$ cat src/rtl/group_soft_threshold_shrink_assert.svh
// Assertion macros shared by the RTL of the group shrink block.
`ifndef GROUP_SOFT_THRESHOLD_SHRINK_ASSERT_SVH
`define GROUP_SOFT_THRESHOLD_SHRINK_ASSERT_SVH

// Same-cycle implication, clocked on clk, off while arst_n is low.
`define GTS_ASSERT_NOW(label, ante, cons, msg) \
	label: assert property (@(posedge clk) disable iff (!arst_n) (ante) |-> (cons)) \
		else $error(msg);

// Next-cycle implication, clocked on clk, off while arst_n is low.
`define GTS_ASSERT_NEXT(label, ante, cons, msg) \
	label: assert property (@(posedge clk) disable iff (!arst_n) (ante) |=> (cons)) \
		else $error(msg);

`endif

$ cat src/rtl/gts_pkg.sv
`default_nettype none
package gts_pkg;
	localparam int LANES   = 4;
	localparam int DATA_W  = 32;
	localparam int CFG_W   = 31;
	localparam int GRP_W   = 3;
	localparam int SQ_W    = 64;
	localparam int SUM_W   = 66;
	localparam int NORM_W  = 33;
	localparam int PROD_W  = 63;
	localparam int Q_W     = 32;
	localparam int DIV_W   = 65;

	// configuration register indexes
	localparam logic [1:0] CFG_THRESHOLD_ONE = 2'd0;
	localparam logic [1:0] CFG_THRESHOLD_TWO = 2'd1;
	localparam logic [1:0] CFG_GROUPS_IN_USE = 2'd2;

	typedef struct packed {
		logic [7:0]               row_index;
		logic [7:0]               column_index;
		logic signed [DATA_W-1:0] entry_zero;
		logic signed [DATA_W-1:0] entry_one;
		logic signed [DATA_W-1:0] entry_two;
		logic signed [DATA_W-1:0] entry_three;
	} gts_in_t;

	typedef struct packed {
		logic signed [DATA_W-1:0] shrunk_zero;
		logic signed [DATA_W-1:0] shrunk_one;
		logic signed [DATA_W-1:0] shrunk_two;
		logic signed [DATA_W-1:0] shrunk_three;
	} gts_out_t;
endpackage
`default_nettype wire

$ cat src/rtl/gts_isqrt.sv
`default_nettype none
// Pipelined integer square root, one result bit per stage, side data rides along.
module gts_isqrt #(
	parameter int SIDE_W = 1
) (
	input  wire logic                       clk,
	input  wire logic                       en,
	input  wire logic [gts_pkg::SUM_W-1:0]  radicand,
	input  wire logic [SIDE_W-1:0]          side_in,
	output logic [gts_pkg::NORM_W-1:0]      root,
	output logic [SIDE_W-1:0]               side_out
);
	localparam int N = gts_pkg::NORM_W;

	logic [gts_pkg::SUM_W-1:0] rem_s  [N];
	logic [gts_pkg::SUM_W-1:0] root_s [N];
	logic [SIDE_W-1:0]         side_s [N];

	for (genvar j = 0; j < N; j++) begin : g_stage
		localparam int K = N - 1 - j;
		logic [gts_pkg::SUM_W-1:0] rem_p, root_p, trial, rem_n, root_n;
		logic [SIDE_W-1:0]         side_p;
		if (j == 0) begin : g_first
			assign rem_p  = radicand;
			assign root_p = '0;
			assign side_p = side_in;
		end else begin : g_next
			assign rem_p  = rem_s[j-1];
			assign root_p = root_s[j-1];
			assign side_p = side_s[j-1];
		end
		// try the next root bit
		always_comb begin
			trial = root_p + (gts_pkg::SUM_W'(1) << (2 * K));
			if (rem_p >= trial) begin
				rem_n  = rem_p - trial;
				root_n = (root_p >> 1) + (gts_pkg::SUM_W'(1) << (2 * K));
			end else begin
				rem_n  = rem_p;
				root_n = root_p >> 1;
			end
		end
		always_ff @(posedge clk) begin
			if (en) begin
				rem_s[j]  <= rem_n;
				root_s[j] <= root_n;
				side_s[j] <= side_p;
			end
		end
	end

	assign root     = root_s[N-1][gts_pkg::NORM_W-1:0];
	assign side_out = side_s[N-1];
endmodule
`default_nettype wire

$ cat config.mk
export PLATFORM = sky130hd
export DESIGN_NAME = gts_isqrt
export DESIGN_NICKNAME = d
export VERILOG_FILES = /design/src/rtl/group_soft_threshold_shrink_assert.svh /design/src/rtl/gts_pkg.sv /design/src/rtl/gts_isqrt.sv
export SDC_FILE = /design/constraint.sdc
export NUM_CORES = 2
export LEC_CHECK = 0
export BUFFER_PORTS_ARGS = -buffer_cell sky130_fd_sc_hd__buf_2
export CAP_MARGIN = 15
export CORE_UTILIZATION = 40
export CTS_BUF_LIST = sky130_fd_sc_hd__clkbuf_2 sky130_fd_sc_hd__clkbuf_4 sky130_fd_sc_hd__clkbuf_8
export DETAILED_ROUTE_END_ITERATION = 8
export PLACE_DENSITY = 0.54
export SKIP_CTS_REPAIR_TIMING = 1
export SYNTH_ARGS = -nofsm -noshare
export SYNTH_HDL_FRONTEND = slang
export SYNTH_MEMORY_MAX_BITS = 65536
export SYNTH_SLANG_ARGS = --single-unit
$ cat constraint.sdc
create_clock -name clk -period 4.1 [get_ports clk]
set_input_delay 0.615 -clock clk [delete_from_list [all_inputs] [get_ports clk]]
set_output_delay 0.615 -clock clk [all_outputs]
set_load 0.005 [all_outputs]
==> flow_results.org <==
** Synth
- Number of distinct standard cells referenced by the synthesized netlist :: 100
- edfxtp_1 takes more of the synthesized area than any other cell.
- Cell area after synthesis :: 128,000 um2
- Count of flip-flops with a built-in enable after synthesis :: 2,706
- Sequential elements use 63.3% of the synthesized area.
- For this run, the number of Yosys warnings is 0.
- Number of standard cells after synthesis :: 10,100
- Proportion of register bits with asynchronous set or reset after synthesis :: 0%
- Main area contributors after synthesis :: edfxtp_1 (63%), ha_1 (5.7%), xnor2_1 (3.9%)
- A synthesized cell averages 12.8 um2.
- Prevailing post-synth register cell :: edfxtp_1
- Number of nets in the synthesized netlist :: 10,700
- Top cell type's share of synthesized area :: 63.3%
- Synthesis inferred 2,706 register bits.

** Critical path
- Slowest Stage Delay on Critical Path :: 0.55 ns
- CP Capture Type :: register
- Critical Path Fanout Max :: 7
- Startpoint types :: register
- For the worst setup path, the data arrival time is 4.77 ns.
- Most prevalent standard cell on the critical path :: buf_4
- Data required, critical path :: 4.90 ns
- The slowest stage of the critical path is the nor4_1 cell.
- The setup path with the least slack is of type reg2reg.
- CP Cell Sequence :: ha_1, nand4_1, or2_2, nor4_1, a2111oi_0, buf_4, or3_1, buf_4, nor4_4, buf_4, nand3b_1, xnor2_2

** Timing
- Setup violations remaining at the end of the flow were counted as 0.
- Maximum clock rate :: 252 MHz
- Clock skew on the completed layout was measured at 0.0804 ns.
- The number of pins exceeding their max-slew limit in the final report came to 0.
- Measured against its own limit, the worst slew margin works out to 19.7%.
- Min Tclk post-route :: 3.97 ns
- Setup Total Neg Slack :: 0 ns
- Number of endpoints with negative hold slack in the final report :: 0
- Setup repair after global routing could not meet its margin everywhere.
- Worst Hold Margin :: 0.201 ns
- Minimum setup slack in the final design :: 0.129 ns
- Dividing the final minimum period by the clock period gives 96.9%.
- For the pin with the worst max-slew slack, the measured transition is 1.20 ns.

** Placement
- Detailed placer's ending HPWL :: 270,000 um
- Placement Setup Slack :: -0.327 ns
- The count of buffers added on input and output ports is 102.
- Post-placement cell area :: 136,000 um2
- Routability-driven placement finished with a final weighted congestion of 0.927.

** Routing
- WL final :: 352,000 um
- Wirelength per Cell :: 22.8 um
- Routed vias :: 82,500
- The detailed router finished its first iteration with 6,068 violations.
- Initial DRT Pass Iterations :: 6
- Post-route DRC :: 0
- Dividing the detail-routed via count by the number of cells gives 5.34.
- Antenna-violating nets left :: 0

** Global route
- The number of antenna violations at the first check in global routing was 10.
- Overall fraction of global-route tracks in use :: 21.3%
- Entering global routing, the biggest net connects 179 pins.
- The total overflow left after global routing is 0.
- The number of global-route vias before repair was 82,000.
- The first global-routing pass estimated 517,000 um of wire.

** Final layout
- Most common cell after layout, fill and taps aside :: edfxtp_1
- Top library cells by usage in the layout, fill and taps aside :: edfxtp_1 (2,706), inv_1 (741), nor2_1 (726)
- Cells with a size suffix above 1 make up 12.2% of the layout.
- The area growth from synthesis to layout is 13.8%.
- At the end of the flow, the number of nets in the layout was 11,500.
- Final Instance Area :: 146,000 um2

** Floorplan
- The floorplan step defined a core boundary enclosing 319,000 um2.
- Row generation in the floorplan step produced 207 rows.
- Top-level I/O count :: 103
- The die covers 323,000 um2.
- Initial core utilization :: 40.3%
- Die Height :: 569 um
- Horizontal extent of the die :: 569 um

** Power
- The internal portion of the total power is 55,800 uW.
- Design Power :: 80,700 uW
- Across the VDD grid, the largest voltage drop is 0.000300 V.
- Per report_power, the combinational group accounts for 22.6% of the total.
- Pwr/cell area :: 552 nW/um2
- Power share of the clock group :: 29.8%
- The analysis attributes to net switching a power of 24,900 uW.
- Switching part of the total power :: 30.9%
- Fraction of power consumed by sequential logic :: 47.6%
- For this design the static power due to leakage is 0.0552 uW.

** Clocking
- The longest clock path from root to sink contains 4 buffers.
- Clock-pin slew reported for the worst setup and hold paths after clock tree synthesis :: 0.06 ns
- # H-tree levels :: 5
- The root buffer cell chosen for the clock tree is clkbuf_8.
- TritonCTS Buffers :: 441
- TritonCTS clock tree :: done
- Clock latency at the later pin of the worst-skew pair :: 1.12 ns
- CTS sink cnt :: 2,706

** Run status
- Status :: finished, final reports clean

** Run
- Max cap viols :: 0

** Min path
- Hold crit path type :: in2reg
## critical path: cells and delay by family (launching register included)
kind | cells | cell delay (ns)
AOI/OAI and AO/OA | 1 | 0.26
xor gates and xnor gates | 1 | 0.19
adders and majority gates | 1 | 0.45
buffers and inverters | 3 | 0.56
DFF | 1 | 0.46
and+or+nand+nor | 6 | 1.77
## synth_stat cells, types with 18 or more instances
| cell | n |
|---|---|
| a211oi_1 | 37 |
| a21boi_0 | 25 |
| a21o_1 | 239 |
| a21oi_1 | 708 |
| a31oi_1 | 51 |
| and2_1 | 28 |
| and3_1 | 42 |
| and4_1 | 20 |
| clkbuf_1 | 166 |
| edfxtp_1 | 2706 |
| ha_1 | 590 |
| inv_1 | 741 |
| mux2_2 | 120 |
| nand2_1 | 591 |
| nand2b_1 | 108 |
| nand3_1 | 161 |
| nand3b_1 | 42 |
| nand4_1 | 165 |
| nand4b_1 | 24 |
| nor2_1 | 727 |
| nor2b_1 | 87 |
| nor3_1 | 242 |
| nor4_1 | 332 |
| nor4b_1 | 47 |
| o2111ai_1 | 18 |
| o211ai_1 | 32 |
| o21a_1 | 98 |
| o21ai_0 | 386 |
| o21bai_1 | 48 |
| o31ai_1 | 33 |
| or2_2 | 44 |
| or3_1 | 100 |
| or4_1 | 60 |
| xnor2_1 | 568 |
| xor2_1 | 381 |
## final timing paths
check | from | to | slack [ns] | cells after the start
setup / recovery | rem_s[0][1877]$_DFFE_PP_ | rem_s[0][1978]$_DFFE_PP_ | 0.13 | 12
hold / removal | radicand[10] | rem_s[0][10]$_DFFE_PP_ | 0.20 | 2
hold reg to reg | side_s[1][1]$_DFFE_PP_ | side_s[2][0]$_DFFE_PP_ | 0.42 | 0
setup reg to reg | rem_s[0][1877]$_DFFE_PP_ | rem_s[0][1978]$_DFFE_PP_ | 0.13 | 12
## stage by stage
step | instances | util [%]
final | 15500 | 45.8
after global placement | 14600 | 42.7
after CTS | 15400 | 45.5
after global routing | 15400 | 45.8
after floorplan | 10100 | -
after detailed placement | 14600 | 42.7
## power groups by stage
| stage | combinational (uW) | sequential (uW) | clock (uW) |
|---|---|---|---|
| global route | 20000 | 38700 | 25800 |
| finish | 18200 | 38400 | 24000 |
| global placement | 17800 | 39000 | 0 |
| detailed placement | 17900 | 39000 | 0 |
| floorplan | 12600 | 37100 | 0 |
| CTS | 18100 | 38500 | 24800 |
## flip-flops by register name, indices dropped and copies added (netlist names)
signal,cells
rem_s,2112
root_s,561
side_s,33
## cell families (layout without fill, tap and decap cells)
| group | Yosys count | after routing | share of synthesized area (%) |
|---|---|---|---|
| AND/OR/NAND/NOR | 2889 | 2889 | 11.6 |
| flip-flops | 2706 | 2706 | 63.3 |
| AO/OA/AOI/OAI | 1869 | 1870 | 9.03 |
| XOR/XNOR | 949 | 949 | 6.47 |
| buffers and inverters | 935 | 2020 | 2.75 |
| adder cells (fa/ha/maj) | 590 | 590 | 5.75 |
| multiplexers | 133 | 133 | 1.16 |
| other | 0 | 10 | 0 |
## area by class of cell
| class | instances | area (um2) |
|---|---|---|
| fillers | 28800 | 173000 |
| flip-flops and latches | 2706 | 81300 |
| multi-input cells | 6431 | 44000 |
| clock buffers | 559 | 6980 |
| well taps | 4284 | 5360 |
| repair buffers | 478 | 3830 |
| inverters | 746 | 2800 |
| clock inverters | 237 | 1910 |
| diodes | 10 | 25.0 |
## layer usage
metal / global-route usage (%) / vias up / part of all wire, %
met4: 12.4 / 0 / 6.3
met5: 0 / - / 0
met1: 24.3 / 40400 / 39
met3: 2.76 / 724 / 4.3
met2: 38.1 / 2190 / 51
li1: - / 39200 / -
Power figures use the tool's default switching activity.
