File: src/rtl/group_soft_threshold_shrink_assert.svh
// Assertion macros shared by the RTL of the group shrink block.
`ifndef GROUP_SOFT_THRESHOLD_SHRINK_ASSERT_SVH
`define GROUP_SOFT_THRESHOLD_SHRINK_ASSERT_SVH

// Same-cycle implication, clocked on clk, off while arst_n is low.
`define GTS_ASSERT_NOW(label, ante, cons, msg) \
	label: assert property (@(posedge clk) disable iff (!arst_n) (ante) |-> (cons)) \
		else $error(msg);

// Next-cycle implication, clocked on clk, off while arst_n is low.
`define GTS_ASSERT_NEXT(label, ante, cons, msg) \
	label: assert property (@(posedge clk) disable iff (!arst_n) (ante) |=> (cons)) \
		else $error(msg);

`endif

File: src/rtl/gts_pkg.sv
`default_nettype none
package gts_pkg;
	localparam int LANES   = 4;
	localparam int DATA_W  = 32;
	localparam int CFG_W   = 31;
	localparam int GRP_W   = 3;
	localparam int SQ_W    = 64;
	localparam int SUM_W   = 66;
	localparam int NORM_W  = 33;
	localparam int PROD_W  = 63;
	localparam int Q_W     = 32;
	localparam int DIV_W   = 65;

	// configuration register indexes
	localparam logic [1:0] CFG_THRESHOLD_ONE = 2'd0;
	localparam logic [1:0] CFG_THRESHOLD_TWO = 2'd1;
	localparam logic [1:0] CFG_GROUPS_IN_USE = 2'd2;

	typedef struct packed {
		logic [7:0]               row_index;
		logic [7:0]               column_index;
		logic signed [DATA_W-1:0] entry_zero;
		logic signed [DATA_W-1:0] entry_one;
		logic signed [DATA_W-1:0] entry_two;
		logic signed [DATA_W-1:0] entry_three;
	} gts_in_t;

	typedef struct packed {
		logic signed [DATA_W-1:0] shrunk_zero;
		logic signed [DATA_W-1:0] shrunk_one;
		logic signed [DATA_W-1:0] shrunk_two;
		logic signed [DATA_W-1:0] shrunk_three;
	} gts_out_t;
endpackage
`default_nettype wire

File: src/rtl/gts_lane.sv
`default_nettype none
// One lane front end: soft threshold (s1), then square and threshold-two product (s2).
module gts_lane (
	input  wire logic                             clk,
	input  wire logic                             en,
	input  wire logic signed [gts_pkg::DATA_W-1:0] entry,
	input  wire logic                             diag,
	input  wire logic [gts_pkg::CFG_W-1:0]        thr_one,
	input  wire logic [gts_pkg::CFG_W-1:0]        thr_two,
	output logic [gts_pkg::DATA_W-1:0]            mag_s2,
	output logic                                  neg_s2,
	output logic [gts_pkg::SQ_W-1:0]              sq_s2,
	output logic [gts_pkg::PROD_W-1:0]            prod_s2
);
	logic [gts_pkg::DATA_W-1:0] abs_x;
	logic [gts_pkg::DATA_W-1:0] mag;
	logic [gts_pkg::DATA_W-1:0] mag_s1;
	logic                       neg_s1;

	// magnitude, thresholded off the diagonal
	always_comb begin
		abs_x = entry[gts_pkg::DATA_W-1] ? (~entry + 1'b1) : entry;
		if (diag)
			mag = abs_x;
		else if (abs_x > {1'b0, thr_one})
			mag = abs_x - {1'b0, thr_one};
		else
			mag = '0;
	end

	always_ff @(posedge clk) begin
		if (en) begin
			mag_s1 <= mag;
			neg_s1 <= entry[gts_pkg::DATA_W-1];
		end
	end

	// square for the norm, product for the shrink amount
	always_ff @(posedge clk) begin
		if (en) begin
			mag_s2  <= mag_s1;
			neg_s2  <= neg_s1;
			sq_s2   <= mag_s1 * mag_s1;
			prod_s2 <= gts_pkg::PROD_W'(mag_s1 * thr_two);
		end
	end
endmodule
`default_nettype wire

File: config.mk
export PLATFORM = sky130hd
export DESIGN_NAME = gts_lane
export DESIGN_NICKNAME = d
export VERILOG_FILES = /design/src/rtl/group_soft_threshold_shrink_assert.svh /design/src/rtl/gts_pkg.sv /design/src/rtl/gts_lane.sv
export SDC_FILE = /design/constraint.sdc
export NUM_CORES = 2
export LEC_CHECK = 0
export ABC_AREA = 0
export ABC_CLOCK_PERIOD_IN_PS = 9600
export BUFFER_PORTS_ARGS = -buffer_cell sky130_fd_sc_hd__buf_2
export CORE_MARGIN = 2
export CORE_UTILIZATION = 40
export CTS_CLUSTER_DIAMETER = 150
export DETAILED_ROUTE_END_ITERATION = 6
export SLEW_MARGIN = 20
export SYNTH_ARGS = -nofsm -noshare
export SYNTH_HDL_FRONTEND = slang
export SYNTH_SLANG_ARGS = --single-unit
File: constraint.sdc
create_clock -name clk -period 9.6 [get_ports clk]
set_clock_uncertainty 0.05 [all_clocks]
set_input_delay 1.44 -clock clk [delete_from_list [all_inputs] [get_ports clk]]
set_output_delay 1.44 -clock clk [all_outputs]
set_load 0.005 [all_outputs]
==> reports/results.env <==
STATUS='finished clean'
GLOBALPLACE.CONGESTION=0.909
DRCVIOLATIONCOUNT=0
TIMING.CRITICAL_PATH.TO_TYPE='register'
SYNTH_TOP_CELLS_BY_AREA='sky130_fd_sc_hd__fa_1 (47%), sky130_fd_sc_hd__ha_1 (10%), sky130_fd_sc_hd__inv_1 (10%)'
DIE_H_UM=423
DP_CELLS=9774
YOSYSWARNINGCOUNT=0
ROUTED_VIA_DENSITY=5.02
WIRE_LENGTH_OF_THE_FIRST_GLOBAL_ROUTING_PASS_UM=312000
GLOBAL_ROUTE.OVERFLOW_TOTAL=0
DIE-WIDTH_UM=423
POST-CTS-SETUP-BUFFER-COUNT=0
STDCELL_COUNT=9816
CRITICAL_PATH_CLASS='register to register'
CP.ARRIVAL_PS=9490
CLKSINKCOUNT=191
YOSYS_REG_BITS=191
SETUP.REG_TO_REG.WORST_SLACK_PS=370
SETUP.WORST_PATH.START='mag_s1[20]'
NUMBER_OF_ANTENNA_VIOLATIONS_AT_THE_FIRST_CHECK_IN_GLOBAL_ROUTING=10
FLOORPLAN.INITIALDENSITY_PCT=40.3
SYN2LAYOUT_AREA_GROWTH_PCT=7.05
WORST_SKEW_PAIR.LATE_LATENCY_PS=580
TRITONCTS='done'
MAX_FREQ_MHz=108
SYNTH_CELL_TYPES=77
FINAL_CRITICAL_PERIOD_PS=9230
CTS.REPORTEDPATHS.CLKPINSLEW_PS=80
PORT_BUFFERS=255
SYNTH-EDFF-COUNT=191
GRT_SETUP_UNREPAIRED='false'
TIMING.SLEW.HEADROOM_PCT=32.3
RESIZED_CELLS_POST_CTS=0
HOLD_PATH_STARTPOINT='neg_s1'
SYNTH_AREA_PER_CELL_UM2=9.50
ROUTE.VIAS.TOTAL=49300
PIN_COUNT_OF_THE_BIGGEST_NET_ENTERING_GLOBAL_ROUTING=117
SYNTH_LARGEST_TYPE_AREA_FRACTION_PCT=47.4
COUNT_OF_NETS_LEFT_WITH_ANTENNA_VIOLATIONS_AFTER_DETAIL_ROUTING=0
FINALINSTANCEAREA_MM2=0.0751
FP_ROWS=153
LAYOUT-DRIVE-GT1-SHARE_PCT=6.84
SYNTH_TOP_CELL_BY_AREA='sky130_fd_sc_hd__fa_1'
CTS_HOLD_FIX_BUFS=0
CRIT_REQUIRED_PS=9860
CLOCK_TREE.HTREE_LEVEL_COUNT=4
R2R_CELLS=24
ROUTED_WIRE_LENGTH_PER_INSTANCE_UM=19.8
DETAILED_PLACER_S_ENDING_HPWL_UM=160000
DIE_AREA_MM2=0.179
MAPPEDNETLISTAREA_MM2=0.0701
DPL-INSTANCE-AREA_MM2=0.0744
HOLD_VIOL_FINAL=0
CTS_BUFFER_COUNT=17
SYNTH_NETS=9721
SYNTH_FF_TYPE='sky130_fd_sc_hd__edfxtp_1'
IOPINCOUNT=257
TIMING.CRITICAL_PATH.TO='prod_s2[62]'
PRECTSSETUPSLACK_PS=-14.7
CTSLONGESTPATHBUFFERS=2
ASYNC_FLOP_SHARE_PCT=0
FINAL_MAX_SLEW_VIOL_COUNT=0
MIN_DELAY_PATH_DEPTH=0
CP_MAX_FO=31
LAYOUT_SETUP_WS_PS=368
FINAL_NETS=9814
GRT_UTIL_ALL_LAYERS_PCT=22.7
ROUTE.FINAL.WIRE_LENGTH_UM=195000
SYN-INSTANCE-COUNT=7377
TIMING.FINAL.CRIT_SHARE_PCT=96.2
TIMING.MAX_CAP.VIOLATIONS=0
FIRST_GLOBAL_VIAS=55100
CORE_AREA_MM2=0.174
WORSTREG2REGEND='prod_s2[62]'
R2R-START='mag_s1[20]'
MAX_SLEW.WORST_PIN.SLEW_PS=1020
DRTITER0DRC=2773
CTS-ROOT-BUF='sky130_fd_sc_hd__clkbuf_16'
DRT-PASS1-ITER-COUNT=6
FINAL-SETUP-VIOL-COUNT=0
TIMING.CRITICAL_PATH.FROM_TYPE='register'
HOLDCRITPATHCLASS='register to register'
SYNTH-SEQ-AREA-SHARE_PCT=8.18
-- worst min path at each step --
stage,slack (ps),to
2_1_floorplan,350,neg_s2
3_3_place_gp,360,neg_s2
3_5_place_dp,370,neg_s2
4_1_cts,380,neg_s2
5_1_grt,390,neg_s2
6_report,380,neg_s2
-- routing by layer --
metal | global-route usage, % | vias up | part of all wire, %
met5 | 0 | - | 0.012
met4 | 7.77 | 6 | 3.5
met3 | 2.58 | 281 | 4.5
met2 | 40.0 | 1230 | 51
met1 | 28.7 | 25800 | 41
li1 | - | 22000 | -
-- cell usage after synthesis (23+ instances only) --
library cell	n
sky130_fd_sc_hd__nand2_1	811
sky130_fd_sc_hd__o21bai_1	40
sky130_fd_sc_hd__nand4_1	29
sky130_fd_sc_hd__nor2_1	104
sky130_fd_sc_hd__and3_1	23
sky130_fd_sc_hd__ha_1	588
sky130_fd_sc_hd__xor2_1	75
sky130_fd_sc_hd__xnor2_1	146
sky130_fd_sc_hd__edfxtp_1	191
sky130_fd_sc_hd__clkbuf_1	348
sky130_fd_sc_hd__a21oi_1	175
sky130_fd_sc_hd__nand3_1	31
sky130_fd_sc_hd__fa_1	1659
sky130_fd_sc_hd__o31ai_1	31
sky130_fd_sc_hd__and2_1	801
sky130_fd_sc_hd__a21o_1	94
sky130_fd_sc_hd__inv_1	1863
sky130_fd_sc_hd__o21ai_0	101
-- registers in the layout, indices dropped and copies added (netlist names) --
| name | flops |
|---|---|
| neg_s2 | 1 |
| neg_s1 | 1 |
| mag_s2 | 32 |
| mag_s1 | 32 |
| sq_s2 | 62 |
| prod_s2 | 63 |
-- critical path: stages (launching register included) --
cell and delay [ps]:
sky130_fd_sc_hd__edfxtp_1 1020, sky130_fd_sc_hd__buf_4 530, sky130_fd_sc_hd__nand2_1 150, sky130_fd_sc_hd__fa_1 520, sky130_fd_sc_hd__fa_1 550, sky130_fd_sc_hd__fa_1 470, sky130_fd_sc_hd__fa_1 570, sky130_fd_sc_hd__inv_1 60
sky130_fd_sc_hd__fa_1 550, sky130_fd_sc_hd__fa_1 420, sky130_fd_sc_hd__fa_1 500, sky130_fd_sc_hd__inv_1 50, sky130_fd_sc_hd__fa_1 470, sky130_fd_sc_hd__inv_1 40, sky130_fd_sc_hd__ha_1 470, sky130_fd_sc_hd__nand4_1 220
sky130_fd_sc_hd__nor3_1 270, sky130_fd_sc_hd__o211ai_1 130, sky130_fd_sc_hd__a31oi_1 620, sky130_fd_sc_hd__nor3_1 150, sky130_fd_sc_hd__buf_4 180, sky130_fd_sc_hd__o31ai_1 350, sky130_fd_sc_hd__a21oi_1 180, sky130_fd_sc_hd__o31ai_1 310
sky130_fd_sc_hd__xnor2_1 100
-- placed cells by master (no fill, tap or decap), types with 10 or more instances in the layout --
cell type and n:
sky130_fd_sc_hd__nand3_1 31, sky130_fd_sc_hd__nand2b_1 13, sky130_fd_sc_hd__nand4_1 29, sky130_fd_sc_hd__buf_2 254, sky130_fd_sc_hd__a211oi_1 10, sky130_fd_sc_hd__a21o_1 94
sky130_fd_sc_hd__ha_1 588, sky130_fd_sc_hd__o21ai_0 101, sky130_fd_sc_hd__a31o_2 15, sky130_fd_sc_hd__fa_1 1659, sky130_fd_sc_hd__o21bai_1 40, sky130_fd_sc_hd__nand2_1 811
sky130_fd_sc_hd__buf_12 11, sky130_fd_sc_hd__clkbuf_16 17, sky130_fd_sc_hd__and3_1 23, sky130_fd_sc_hd__nor3_1 19, sky130_fd_sc_hd__a21oi_1 175, sky130_fd_sc_hd__o41ai_1 12
sky130_fd_sc_hd__a31oi_1 21, sky130_fd_sc_hd__xor2_1 75, sky130_fd_sc_hd__nor2b_1 20, sky130_fd_sc_hd__o31ai_1 31, sky130_fd_sc_hd__edfxtp_1 191, sky130_fd_sc_hd__nor2_1 104
sky130_fd_sc_hd__and2_1 801, sky130_fd_sc_hd__o211ai_1 11, sky130_fd_sc_hd__inv_1 1863, sky130_fd_sc_hd__buf_4 173, sky130_fd_sc_hd__xnor2_1 146
-- cells by family (layout without fill, tap and decap cells) --
kind of cell	count (synthesis)	after routing	synth area share, %
fa+ha+maj	2247	2247	57.9
mux	4	4	0.0607
simple gates	1899	1899	13.7
other cells	1	9	0.00535
xor+xnor	221	221	2.76
buf+inv	2228	2334	12.0
flops	191	191	8.18
compound gates	586	586	5.49
-- final cells by class --
type                    instances  area (um2)
inverters                    1863        6990
clock buffers                  17         425
fillers                     16900       99000
clock inverters                15         169
repair buffers                439        2800
flip-flops and latches        191        5740
well taps                    2325        2910
multi-input cells            4958       56000
diodes                          8        20.0
-- through the flow --
step / setup TNS (ps) / utilization, % / hold WS, ps
after CTS: 0 / 43.1 / 379
after global routing: 0 / 43.1 / 385
final: 0 / 43.1 / 376
after detailed placement: -14.7 / 42.8 / 371
after global placement: 0 / 42.8 / 358
after floorplan: 0 / - / 350
Power is not shown: default switching activity piles up to over one toggle a cycle in this logic, so the estimate is an artifact.
